===== config.mk =====
export PLATFORM = sky130hd
export DESIGN_NAME = key_front_coding_encoder_flat
export DESIGN_NICKNAME = d
export VERILOG_FILES = /design/src/kfc_pkg.sv /design/src/kfc_if.sv /design/src/key_front_coding_encoder.sv /design/src/kfc_key_store.sv /design/src/flat_wrapper.sv
export SDC_FILE = /design/constraint.sdc
export NUM_CORES = 1
export LEC_CHECK = 0
export BUFFER_PORTS_ARGS = -buffer_cell sky130_fd_sc_hd__buf_4
export CAP_MARGIN = 10
export CORE_MARGIN = 5
export CORE_UTILIZATION = 49
export DETAILED_ROUTE_END_ITERATION = 8
export PLACE_DENSITY = 0.76
export SYNTH_ARGS = -nofsm -noshare
export SYNTH_HDL_FRONTEND = slang
export SYNTH_SLANG_ARGS = --single-unit
export TNS_END_PERCENT = 30

===== constraint.sdc =====
create_clock -name clk_i -period 6.7 [get_ports clk_i]
set_input_delay 0.335 -clock clk_i [delete_from_list [all_inputs] [get_ports clk_i]]
set_output_delay 0.335 -clock clk_i [all_outputs]
set_load 0.01 [all_outputs]

===== src/kfc_pkg.sv =====
package kfc_pkg;

  localparam int unsigned MAX_KEY_BYTES = 32;
  localparam int unsigned ADDR_W        = $clog2(MAX_KEY_BYTES);
  localparam int unsigned LEN_W         = 6;
  localparam int unsigned BYTE_W        = 8;
  localparam int unsigned TOTAL_W       = 16;

  localparam int unsigned CFG_IDX_W     = 2;
  localparam int unsigned CFG_DATA_W    = 6;

  localparam logic [CFG_IDX_W-1:0] CFG_COMPRESS_ENABLE   = 2'd0;
  localparam logic [CFG_IDX_W-1:0] CFG_MIN_SHARED_PREFIX = 2'd1;
  localparam logic [CFG_IDX_W-1:0] CFG_MIN_KEY_LENGTH    = 2'd2;

  localparam logic             RST_COMPRESS_ENABLE   = 1'b1;
  localparam logic [LEN_W-1:0] RST_MIN_SHARED_PREFIX = 6'd4;
  localparam logic [LEN_W-1:0] RST_MIN_KEY_LENGTH    = 6'd8;

  localparam logic KIND_HEADER = 1'b0;
  localparam logic KIND_DATA   = 1'b1;

endpackage


===== src/kfc_if.sv =====
interface kfc_in_if;
  logic                        valid;
  logic                        ready;
  logic [kfc_pkg::BYTE_W-1:0]  key_byte;
  logic                        page_start;
  logic                        key_end;

  modport source (output valid, output key_byte, output page_start, output key_end,
                  input ready);
  modport sink (input valid, input key_byte, input page_start, input key_end,
                output ready);
endinterface

interface kfc_out_if;
  logic                        valid;
  logic                        ready;
  logic                        kind;
  logic [kfc_pkg::LEN_W-1:0]   omit_len;
  logic [kfc_pkg::LEN_W-1:0]   suffix_len;
  logic [kfc_pkg::BYTE_W-1:0]  data_byte;
  logic [kfc_pkg::TOTAL_W-1:0] prefix_total;
  logic [kfc_pkg::LEN_W-1:0]   least_prefix;
  logic                        key_overflow;
  logic                        last_result;

  modport source (output valid, output kind, output omit_len, output suffix_len,
                  output data_byte, output prefix_total, output least_prefix,
                  output key_overflow, output last_result, input ready);
  modport sink (input valid, input kind, input omit_len, input suffix_len,
                input data_byte, input prefix_total, input least_prefix,
                input key_overflow, input last_result, output ready);
endinterface


===== src/key_front_coding_encoder.sv =====
// Front-coding encoder for a sorted key stream, one key byte per input transfer. Each byte is
// compared with the same position of the previous key, held in a key store of
// MAX_KEY_BYTES bytes, and then overwrites it. At the byte marked key_end the block emits a
// header (kind 0) and then one data result per suffix byte. An input byte passes through S_IN
// (accept and store read) and then S_CMP (compare and write). At the end of a key the block
// goes through S_EVAL for the prefix decision and statistics and S_HDR for the header, then
// through S_RD and S_OUT for each suffix byte, since each suffix byte is read back through the
// registered store port; S_HDR and S_OUT wait while the output is stalled. Bytes past
// the store size are dropped and the key is flagged with key_overflow. Configuration writes
// are taken at any edge with cfg_we_i high but are meant for an idle block.
module key_front_coding_encoder (
  input  logic                              clk_i,
  input  logic                              rst_ni,
  input  logic                              cfg_we_i,
  input  logic [kfc_pkg::CFG_IDX_W-1:0]     cfg_idx_i,
  input  logic [kfc_pkg::CFG_DATA_W-1:0]    cfg_data_i,
  kfc_in_if.sink                            in_i,
  kfc_out_if.source                         out_o
);

  localparam int unsigned LenW   = kfc_pkg::LEN_W;
  localparam int unsigned AddrW  = kfc_pkg::ADDR_W;
  localparam int unsigned ByteW  = kfc_pkg::BYTE_W;
  localparam int unsigned TotalW = kfc_pkg::TOTAL_W;
  localparam logic [LenW-1:0]   MaxLen   = LenW'(kfc_pkg::MAX_KEY_BYTES);
  localparam logic [TotalW-1:0] TotalMax = {TotalW{1'b1}};

  typedef enum logic [2:0] {
    S_IN,
    S_CMP,
    S_EVAL,
    S_HDR,
    S_RD,
    S_OUT
  } state_e;

  state_e state_q;

  // Configuration registers.
  logic            comp_en_q;
  logic [LenW-1:0] min_sp_q;
  logic [LenW-1:0] min_kl_q;

  // Key state.
  logic [ByteW-1:0]  byte_q;
  logic              end_q;
  logic [LenW-1:0]   prev_len_q;
  logic [LenW-1:0]   cur_len_q;
  logic [LenW-1:0]   match_len_q;
  logic              still_q;
  logic              ovf_q;
  logic [TotalW-1:0] total_q;
  logic [LenW-1:0]   smallest_q;
  logic [LenW-1:0]   pre_q;
  logic [LenW-1:0]   suf_q;
  logic [LenW-1:0]   idx_q;

  // Output register.
  logic              out_valid_q;
  logic              kind_q;
  logic [ByteW-1:0]  data_q;
  logic              last_q;

  logic              in_fire;
  logic              out_free;
  logic              out_load;
  logic              mem_we;
  logic              mem_re;
  logic [AddrW-1:0]  mem_raddr;
  logic [ByteW-1:0]  mem_rdata;
  logic              eligible;
  logic [LenW-1:0]   pre_d;
  logic [TotalW:0]   total_sum;
  logic [LenW-1:0]   idx_inc;

  assign in_i.ready = (state_q == S_IN);
  assign in_fire    = in_i.valid && in_i.ready;
  assign out_free   = !out_valid_q || out_o.ready;
  assign out_load   = out_free && ((state_q == S_HDR) || (state_q == S_OUT));

  assign mem_we    = (state_q == S_CMP) && (cur_len_q < MaxLen);
  assign mem_re    = in_fire || (state_q == S_RD);
  always_comb begin
    if (state_q == S_RD) begin
      mem_raddr = idx_q[AddrW-1:0];
    end else if (in_i.page_start) begin
      mem_raddr = '0;
    end else begin
      mem_raddr = cur_len_q[AddrW-1:0];
    end
  end

  kfc_key_store #(
    .Depth (kfc_pkg::MAX_KEY_BYTES),
    .Width (ByteW)
  ) u_store (
    .clk_i   (clk_i),
    .we_i    (mem_we),
    .waddr_i (cur_len_q[AddrW-1:0]),
    .wdata_i (byte_q),
    .re_i    (mem_re),
    .raddr_i (mem_raddr),
    .rdata_o (mem_rdata)
  );

  assign eligible  = comp_en_q && (match_len_q >= min_sp_q) && (cur_len_q >= min_kl_q);
  assign pre_d     = eligible ? match_len_q : '0;
  assign total_sum = {1'b0, total_q} + (TotalW + 1)'(pre_d);
  assign idx_inc   = idx_q + LenW'(1);

  always_ff @(posedge clk_i or negedge rst_ni) begin
    if (!rst_ni) begin
      comp_en_q <= kfc_pkg::RST_COMPRESS_ENABLE;
      min_sp_q  <= kfc_pkg::RST_MIN_SHARED_PREFIX;
      min_kl_q  <= kfc_pkg::RST_MIN_KEY_LENGTH;
    end else if (cfg_we_i) begin
      case (cfg_idx_i)
        kfc_pkg::CFG_COMPRESS_ENABLE:   comp_en_q <= cfg_data_i[0];
        kfc_pkg::CFG_MIN_SHARED_PREFIX: min_sp_q  <= cfg_data_i[LenW-1:0];
        kfc_pkg::CFG_MIN_KEY_LENGTH:    min_kl_q  <= cfg_data_i[LenW-1:0];
        default: ;
      endcase
    end
  end

  always_ff @(posedge clk_i or negedge rst_ni) begin
    if (!rst_ni) begin
      state_q     <= S_IN;
      prev_len_q  <= '0;
      cur_len_q   <= '0;
      match_len_q <= '0;
      still_q     <= 1'b1;
      ovf_q       <= 1'b0;
      total_q     <= '0;
      smallest_q  <= '0;
      out_valid_q <= 1'b0;
    end else begin
      if (out_valid_q && out_o.ready && !out_load) begin
        out_valid_q <= 1'b0;
      end
      case (state_q)
        S_IN: begin
          if (in_fire) begin
            byte_q <= in_i.key_byte;
            end_q  <= in_i.key_end;
            if (in_i.page_start) begin
              // A page start drops any partly received key and the page statistics.
              prev_len_q  <= '0;
              total_q     <= '0;
              smallest_q  <= '0;
              cur_len_q   <= '0;
              match_len_q <= '0;
              still_q     <= 1'b1;
              ovf_q       <= 1'b0;
            end
            state_q <= S_CMP;
          end
        end
        S_CMP: begin
          if (cur_len_q < MaxLen) begin
            if (still_q && (cur_len_q < prev_len_q) && (mem_rdata == byte_q)) begin
              match_len_q <= match_len_q + LenW'(1);
            end else begin
              still_q <= 1'b0;
            end
            cur_len_q <= cur_len_q + LenW'(1);
          end else begin
            ovf_q <= 1'b1;
          end
          state_q <= end_q ? S_EVAL : S_IN;
        end
        S_EVAL: begin
          pre_q <= pre_d;
          suf_q <= cur_len_q - pre_d;
          idx_q <= pre_d;
          if (pre_d != '0) begin
            total_q <= total_sum[TotalW] ? TotalMax : total_sum[TotalW-1:0];
            if ((smallest_q == '0) || (pre_d < smallest_q)) begin
              smallest_q <= pre_d;
            end
          end
          state_q <= S_HDR;
        end
        S_HDR: begin
          if (out_free) begin
            out_valid_q <= 1'b1;
            kind_q      <= kfc_pkg::KIND_HEADER;
            data_q      <= '0;
            last_q      <= (suf_q == '0);
            if (suf_q == '0) begin
              prev_len_q  <= cur_len_q;
              cur_len_q   <= '0;
              match_len_q <= '0;
              still_q     <= 1'b1;
              ovf_q       <= 1'b0;
              state_q     <= S_IN;
            end else begin
              state_q <= S_RD;
            end
          end
        end
        S_RD: begin
          state_q <= S_OUT;
        end
        S_OUT: begin
          if (out_free) begin
            out_valid_q <= 1'b1;
            kind_q      <= kfc_pkg::KIND_DATA;
            data_q      <= mem_rdata;
            last_q      <= (idx_inc == cur_len_q);
            idx_q       <= idx_inc;
            if (idx_inc == cur_len_q) begin
              prev_len_q  <= cur_len_q;
              cur_len_q   <= '0;
              match_len_q <= '0;
              still_q     <= 1'b1;
              ovf_q       <= 1'b0;
              state_q     <= S_IN;
            end else begin
              state_q <= S_RD;
            end
          end
        end
        default: begin
          state_q <= S_IN;
        end
      endcase
    end
  end

  // Header-derived fields are taken straight from the key registers, which hold still
  // until the last result of the key has been loaded into the output register.
  logic [LenW-1:0]   pre_out_q;
  logic [LenW-1:0]   suf_out_q;
  logic [TotalW-1:0] total_out_q;
  logic [LenW-1:0]   smallest_out_q;
  logic              ovf_out_q;

  always_ff @(posedge clk_i) begin
    if (out_load) begin
      pre_out_q      <= pre_q;
      suf_out_q      <= suf_q;
      total_out_q    <= total_q;
      smallest_out_q <= smallest_q;
      ovf_out_q      <= ovf_q;
    end
  end

  assign out_o.valid        = out_valid_q;
  assign out_o.kind         = kind_q;
  assign out_o.omit_len     = pre_out_q;
  assign out_o.suffix_len   = suf_out_q;
  assign out_o.data_byte    = data_q;
  assign out_o.prefix_total = total_out_q;
  assign out_o.least_prefix = smallest_out_q;
  assign out_o.key_overflow = ovf_out_q;
  assign out_o.last_result  = last_q;

endmodule


===== src/kfc_key_store.sv =====
module kfc_key_store #(
  parameter int unsigned Depth = 32,
  parameter int unsigned Width = 8,
  localparam int unsigned AddrW = $clog2(Depth)
) (
  input  logic             clk_i,
  input  logic             we_i,
  input  logic [AddrW-1:0] waddr_i,
  input  logic [Width-1:0] wdata_i,
  input  logic             re_i,
  input  logic [AddrW-1:0] raddr_i,
  output logic [Width-1:0] rdata_o
);

  logic [Width-1:0] mem_q [Depth];
  logic [Width-1:0] rdata_q;

  always_ff @(posedge clk_i) begin
    if (we_i) begin
      mem_q[waddr_i] <= wdata_i;
    end
    if (re_i) begin
      rdata_q <= mem_q[raddr_i];
    end
  end

  assign rdata_o = rdata_q;

endmodule

===== src/flat_wrapper.sv =====
// flat-port wrapper written by rule: the top's interface ports become plain ports
module key_front_coding_encoder_flat 
  (clk_i, rst_ni, cfg_we_i, cfg_idx_i, cfg_data_i, in_i_valid, in_i_key_byte, in_i_page_start, in_i_key_end, in_i_ready, out_o_valid, out_o_kind, out_o_omit_len, out_o_suffix_len, out_o_data_byte, out_o_prefix_total, out_o_least_prefix, out_o_key_overflow, out_o_last_result, out_o_ready);
  kfc_in_if in_i_i ();
  kfc_out_if out_o_i ();
  input  logic clk_i;
  input  logic rst_ni;
  input  logic cfg_we_i;
  input  logic [kfc_pkg::CFG_IDX_W-1:0] cfg_idx_i;
  input  logic [kfc_pkg::CFG_DATA_W-1:0] cfg_data_i;
  input wire logic [$bits(in_i_i.valid)-1:0] in_i_valid;
  input wire logic [$bits(in_i_i.key_byte)-1:0] in_i_key_byte;
  input wire logic [$bits(in_i_i.page_start)-1:0] in_i_page_start;
  input wire logic [$bits(in_i_i.key_end)-1:0] in_i_key_end;
  output wire logic [$bits(in_i_i.ready)-1:0] in_i_ready;
  output wire logic [$bits(out_o_i.valid)-1:0] out_o_valid;
  output wire logic [$bits(out_o_i.kind)-1:0] out_o_kind;
  output wire logic [$bits(out_o_i.omit_len)-1:0] out_o_omit_len;
  output wire logic [$bits(out_o_i.suffix_len)-1:0] out_o_suffix_len;
  output wire logic [$bits(out_o_i.data_byte)-1:0] out_o_data_byte;
  output wire logic [$bits(out_o_i.prefix_total)-1:0] out_o_prefix_total;
  output wire logic [$bits(out_o_i.least_prefix)-1:0] out_o_least_prefix;
  output wire logic [$bits(out_o_i.key_overflow)-1:0] out_o_key_overflow;
  output wire logic [$bits(out_o_i.last_result)-1:0] out_o_last_result;
  input wire logic [$bits(out_o_i.ready)-1:0] out_o_ready;
  assign in_i_i.valid = in_i_valid;
  assign in_i_i.key_byte = in_i_key_byte;
  assign in_i_i.page_start = in_i_page_start;
  assign in_i_i.key_end = in_i_key_end;
  assign in_i_ready = in_i_i.ready;
  assign out_o_valid = out_o_i.valid;
  assign out_o_kind = out_o_i.kind;
  assign out_o_omit_len = out_o_i.omit_len;
  assign out_o_suffix_len = out_o_i.suffix_len;
  assign out_o_data_byte = out_o_i.data_byte;
  assign out_o_prefix_total = out_o_i.prefix_total;
  assign out_o_least_prefix = out_o_i.least_prefix;
  assign out_o_key_overflow = out_o_i.key_overflow;
  assign out_o_last_result = out_o_i.last_result;
  assign out_o_i.ready = out_o_ready;
  key_front_coding_encoder u_core (.clk_i(clk_i), .rst_ni(rst_ni), .cfg_we_i(cfg_we_i), .cfg_idx_i(cfg_idx_i), .cfg_data_i(cfg_data_i), .in_i(in_i_i), .out_o(out_o_i));
endmodule

==> impl_metrics.ini, run 1 <==
[timing]
rsz0062_at_grt = false
drv_slew = 0
min_period_ps = 4260
fin_worst_skew_ps = 21.6
tightest_slew_ps = 1230
fmax_mhz = 235
tns_ps = 0
period_share_pct = 63.5
final-setup-viol-count = 0
slew_headroom_pct = 18.0
hold_viol_final = 0

[die]
coreArea_um2 = 34300
die_y_um = 196
die_width_um = 196
rows = 68
dieArea_um2 = 38200
start_util_pct = 49.2
pin_count = 70

[grt]
grt_antenna_before_repair = 0
busiest_layer = met2
overflow = 0
grt_pass1_vias = 10200
grt_use_met1_pct = 27.5
grt_use_met3_pct = 4.00
grt_max_degree = 58
grt_util_met2_pct = 31.0
grt.total_usage_pct = 19.6
grt_pass1_wl_um = 59000

[setup_path]
end_kind = flip-flop
worstSetupPathType = reg2reg
reg2reg_depth = 17
cp-start-kind = flip-flop
cp.required_ps = 7150
path_max_fanout = 14
cp.arrival_ps = 4700

[routing]
drc = 0
routedWlPerCell_um = 21.4
drt_iter0_markers = 1164
wl_um = 37800
via_per_inst = 5.82
drtPass1Iterations = 5
drtAntennaViolNets = 0
vias = 10300

[placement]
io_buffers = 69
placed_area_um2 = 17900
hpwl_um = 24600
dp_cells = 1680
gp_congestion = 0.920

[power_and_ir_drop]
power.switching_fraction_pct = 29.4
power_density_nw_per_um2 = 355
seqPwrFrac_pct = 44.9
power_mw = 6.88
leakage_nw = 6.95
ir_drop_v = 0.000202
power.switching_mw = 2.02
pwr-share-comb_pct = 21.8
p_clk_share_pct = 33.3
p_int_mw = 4.86

[clock_tree]
cts_buffer_depth = 3
htree_levels = 2
cts_tree = built
clkLatencyLatePin_ps = 540
cts.sinks = 395
path_clk_slew_ps = 60
cts-root-buf = clkbuf_16
cts_buffers = 41
cts_resized = 0

[layout]
finalNetCount = 1343
diodes = 0
syn2layout_area_growth_pct = 14.8
instances_no_fill = 1767
final_area_um2 = 19400
layout_commonest_cell = edfxtp_1
multiInputGateArea_um2 = 4960
mostFrequentLayoutCells = edfxtp_1, nand2_1, buf_4
fillCellCount = 2607
drive_gt1_share_pct = 16.2
seqCellArea_um2 = 11600

[run_status]
status = finished clean

[yosys]
synth-main-ff-cell = edfxtp_1
synth_seq_cells = 395
synth_warnings = 0
synth_fp_nets = 1248
seq_area_frac_synth_pct = 68.6
synth_area_per_cell_um2 = 14.3
synth.distinct_cells = 64
async_flop_share_pct = 14.9
synth_edf_count = 336
netlist_area_um2 = 16900
syn-instance-count = 1184

[flow_run]
cap_violations = 0

[min_path]
whs_path_depth = 2
hp-class = in2reg
==> per-stage QoR <==
step | setup WS [ps] | util [%] | hold WS [ps]
after floorplan | 3090 | - | 39.4
after global placement | 2190 | 52.2 | 166
after detailed placement | 1900 | 52.2 | 168
after CTS | 1920 | 56.5 | 35.2
after global routing | 2030 | 56.5 | 31.8
final | 2440 | 56.5 | 40.4
==> worst max-delay path: stages, from the launching register on <==
cell and delay [ps]:
dfrtp_1 440, inv_1 180, ha_1 310, nand2b_1 140, a21o_1 170, a31oi_1 210
nor3_1 100, clkbuf_4 200, nand2_1 150, inv_1 110, ha_1 350, a21oi_1 90
nand4b_1 200, a21oi_1 510, nand3_1 520, inv_1 220, nor3b_1 70, o31ai_1 190
==> layout make-up <==
class,instances,share of cell area [%]
Inverter,43,0.833
Clock buffer,54,5.86
Multi-Input combinational cell,702,25.6
Clock inverter,22,1.23
Sequential cell,395,59.7
Timing Repair Buffer,96,3.85
Tap cell,455,2.94
==> power by group through the flow <==
stage          combinational, mW  sequential (mW)  clock (mW)
3_3_place_gp                1.46             3.13           0
2_1_floorplan              0.966             3.13           0
5_1_grt                     1.62             3.11        2.44
6_report                    1.50             3.09        2.29
4_1_cts                     1.50             3.09        2.31
3_5_place_dp                1.48             3.14           0
==> layer usage <==
metal / wire length, um / share of wire [%]
met5: 0 / 0
met4: 1090 / 2.9
met2: 18200 / 48
met1: 15400 / 41
met3: 3160 / 8.4
==> timing repair <==
item,CTS,global route
hold endpoints to repair,12,0
hold buffers,10,0
endpoints found under the setup margin,0,0
buffers inserted,0,0
==> path summary, 6_finish.rpt <==
| path | start | slack (ps) | endpoint |
|---|---|---|---|
| hold / removal | cfg_data_i[5] | 40 | u_core.min_sp_q[5]$_DFFE_PN0P_ |
| hold reg to reg | u_core.pre_q[0]$_DFFE_PP_ | 420 | u_core.out_o.omit_len[0]$_DFFE_PP_ |
| setup reg to reg | u_core.cur_len_q[0]$_DFFE_PN0P_ | 2440 | u_core.total_q[5]$_DFFE_PN0P_ |
| setup / recovery | u_core.cur_len_q[0]$_DFFE_PN0P_ | 2440 | u_core.total_q[5]$_DFFE_PN0P_ |
| max in group asynchronous | rst_ni | 5560 | u_core.total_q[13]$_DFFE_PN0P_ |
| min in group asynchronous | rst_ni | 180 | u_core.state_q[0]$_DFFE_PN0P_ |
==> synthesized netlist by cell type (8+ instances only) <==
master	count	area, um^2
edfxtp_1	336	10100
nand2_1	150	563
nor2_1	69	259
nand3_1	63	315
dfrtp_1	55	1380
inv_1	42	158
ha_1	39	488
nor2b_1	36	225
a21oi_1	32	160
mux4_2	32	721
clkbuf_1	28	105
o21ai_0	20	100
mux2i_1	19	190
nand4_1	19	119
a32oi_1	17	149
xnor2_1	17	149
mux2_2	16	180
and3_1	15	93.8
o21ai_1	15	75.1
a21o_1	12	90.1
nor4_1	12	75.1
nor3_1	11	55.1
a22o_1	10	87.6
a31oi_1	9	56.3
and2_1	8	50.1
nand2b_1	8	50.1
o31ai_1	8	60.1
==> sequential cells by signal (all words and copies together) (netlist names), 3 cells and up <==
signal	flops
u_core.u_store.mem_q	256
u_core.out_o.prefix_total	16
u_core.total_q	16
u_core.byte_q	8
u_core.out_o.data_byte	8
u_core.u_store.rdata_o	8
u_core.cur_len_q	6
u_core.idx_q	6
u_core.match_len_q	6
u_core.min_kl_q	6
u_core.min_sp_q	6
u_core.out_o.least_prefix	6
u_core.out_o.omit_len	6
u_core.out_o.suffix_len	6
u_core.pre_q	6
u_core.prev_len_q	6
u_core.smallest_q	6
u_core.suf_q	6
u_core.state_q	3
==> cells by family (layout without fill, tap and decap cells) <==
family,after synthesis,in the layout,synth area share [%]
simple gates,413,413,11.8
buf+inv,87,215,2.23
flops,395,395,68.6
mux,68,68,6.56
fa+ha+maj,41,41,3.13
compound gates,156,156,6.37
xor+xnor,24,24,1.37
No activity file was read; power rests on OpenSTA's default activity.
==> run 2: changes to the inputs <==
--- a/config.mk
+++ b/config.mk
@@ -10,7 +10,7 @@
 export CORE_MARGIN = 5
 export CORE_UTILIZATION = 49
 export DETAILED_ROUTE_END_ITERATION = 8
-export PLACE_DENSITY = 0.76
+export PLACE_DENSITY = 0.78
 export SYNTH_ARGS = -nofsm -noshare
 export SYNTH_HDL_FRONTEND = slang
 export SYNTH_SLANG_ARGS = --single-unit
==> constraint.sdc (replaced) <==
create_clock -name clk_i -period 3.8 [get_ports clk_i]
set_input_delay 0.19 -clock clk_i [delete_from_list [all_inputs] [get_ports clk_i]]
set_output_delay 0.19 -clock clk_i [all_outputs]
set_load 0.01 [all_outputs]
==> impl_metrics.ini, run 2 (synthesis gave the netlist of run 1 again) <==
[layout]
diodes = 0
top_register = u_core.u_store.mem_q
fillCellCount = 2599
largest_reg_flops = 256
layout_commonest_cell = edfxtp_1
syn2layout_area_growth_pct = 16.3
final_core_util_pct = 57.2
mostFrequentLayoutCells = edfxtp_1, nand2_1, buf_4
finalNetCount = 1379
drive_gt1_share_pct = 17.7

[setup_path]
cp-start-kind = flip-flop
endpoint = u_core.total_q[0]$_DFFE_PN0P_
reg2reg_setup_slack_ps = 240
end_kind = flip-flop
r2r_end = u_core.total_q[0]$_DFFE_PN0P_
cp.arrival_ps = 4010
worstSetupPathType = reg2reg
critPathLaunch = u_core.match_len_q[0]$_DFFE_PN0P_
reg2reg_depth = 17
rr_startpoint = u_core.match_len_q[0]$_DFFE_PN0P_
path_max_fanout = 14
cp.required_ps = 4250

[min_path]
whs_path_depth = 3
hp-class = in2reg

[routing]
drtPass1Iterations = 6
top_layer_used = met4
vias = 10500
drtAntennaViolNets = 0
dr_wl_met3_um = 3800
drt_iter0_markers = 1261
dr_wl_met2_um = 18400
via_per_inst = 5.84
wl_um = 39000
drc = 0
m1WireLength_um = 15600
routedWlPerCell_um = 21.7

[placement]
hpwl_um = 25800
gp_congestion = 0.937
io_buffers = 69

[die]
coreArea_um2 = 34300
dieArea_um2 = 38200
pin_count = 70
rows = 68
die_width_um = 196
die_y_um = 196
start_util_pct = 49.2

[clock_tree]
htree_levels = 2
cts_buffer_depth = 3
cts_tree = built
cts.sinks = 395
clkLatencyLatePin_ps = 540
cts-root-buf = clkbuf_16
cts_buffers = 41
path_clk_slew_ps = 60

[power_and_ir_drop]
p_int_mw = 8.50
ir_drop_v = 0.000451
power_mw = 12.1
power.switching_fraction_pct = 29.6
leakage_nw = 7.08
seqPwrFrac_pct = 44.7
power_density_nw_per_um2 = 616
power.switching_mw = 3.58
p_clk_share_pct = 31.7
pwr-share-comb_pct = 23.6

[grt]
grt_max_degree = 43
grt.total_usage_pct = 20.1
grt_pass1_vias = 10500
grt_pass1_wl_um = 60200
grt_antenna_before_repair = 1
overflow = 0

[timing]
min_period_ps = 3560
final-setup-viol-count = 0
fin_worst_skew_ps = 24.9
fmax_mhz = 281
whs_ps = 25.3
tightest_slew_ps = 945
slew_headroom_pct = 36.4
drv_slew = 0
tns_ps = 0
hold_viol_final = 0
period_share_pct = 93.7

[flow_run]
cap_violations = 0

[run_status]
status = finished clean
run 2: layout make-up:
type	instances	area, um^2	area share (%)
Clock buffer	50	1120	5.72
Tap cell	455	569	2.90
Timing Repair Buffer	132	1040	5.32
Multi-Input combinational cell	702	4990	25.4
Inverter	43	161	0.823
Clock inverter	22	161	0.823
Sequential cell	395	11600	59.0
run 2: per-stage QoR:
step	worst slack (ps)	area (um^2)	std cells
floorplan	189	16900	1184
finish	239	19600	1799
detailed placement	-206	18100	1709
global placement	-10.9	18100	1709
global route	-11.5	19600	1799
CTS	103	19600	1798
run 2: power by group through the flow:
stage	Clock [mW]	Combinational [mW]	Sequential, mW
finish	3.82	2.85	5.40
global route	4.06	3.05	5.43
CTS	3.88	2.81	5.40
detailed placement	0	2.78	5.48
global placement	0	2.72	5.47
floorplan	0	1.70	5.53
run 2: worst min path at each step:
stage / from / to / slack [ps]
after floorplan: rst_ni / u_core.cur_len_q[0]$_DFFE_PN0P_ / -110
after global placement: rst_ni / u_core.out_o.valid$_DFF_PN0_ / 100
after detailed placement: rst_ni / u_core.ovf_q$_DFFE_PN0P_ / 100
after CTS: cfg_idx_i[1] / u_core.comp_en_q$_DFFE_PN1P_ / 10
after global routing: cfg_idx_i[0] / u_core.comp_en_q$_DFFE_PN1P_ / 40
final: cfg_idx_i[0] / u_core.comp_en_q$_DFFE_PN1P_ / 30
run 2: what timing repair did:
action                                  4_1_cts  5_1_grt
buffers inserted                              0        0
hold buffers                                 17        0
resized for setup                             2        4
hold endpoints to repair                     40        0
pin swaps                                     0        1
endpoints found under the setup margin       13       12
run 2: critical path: stages (launching register included):
cell and delay [ps]:
dfrtp_1 440, inv_1 90, ha_1 290, nand2b_1 140, a211oi_1 230, o21a_1 160
nor3_1 60, buf_4 190, nand2_1 120, inv_1 110, ha_1 360, a21oi_1 90
nand4b_1 260, a21oi_4 310, nand3_4 220, inv_1 140, o21ai_0 80, o21ai_0 190
run 2: routing by layer:
layer	vias to the layer above	GRT usage (%)
li1	4727	-
met4	0	5.79
met3	88	5.09
met5	-	0
met1	5140	27.5
met2	543	32.2
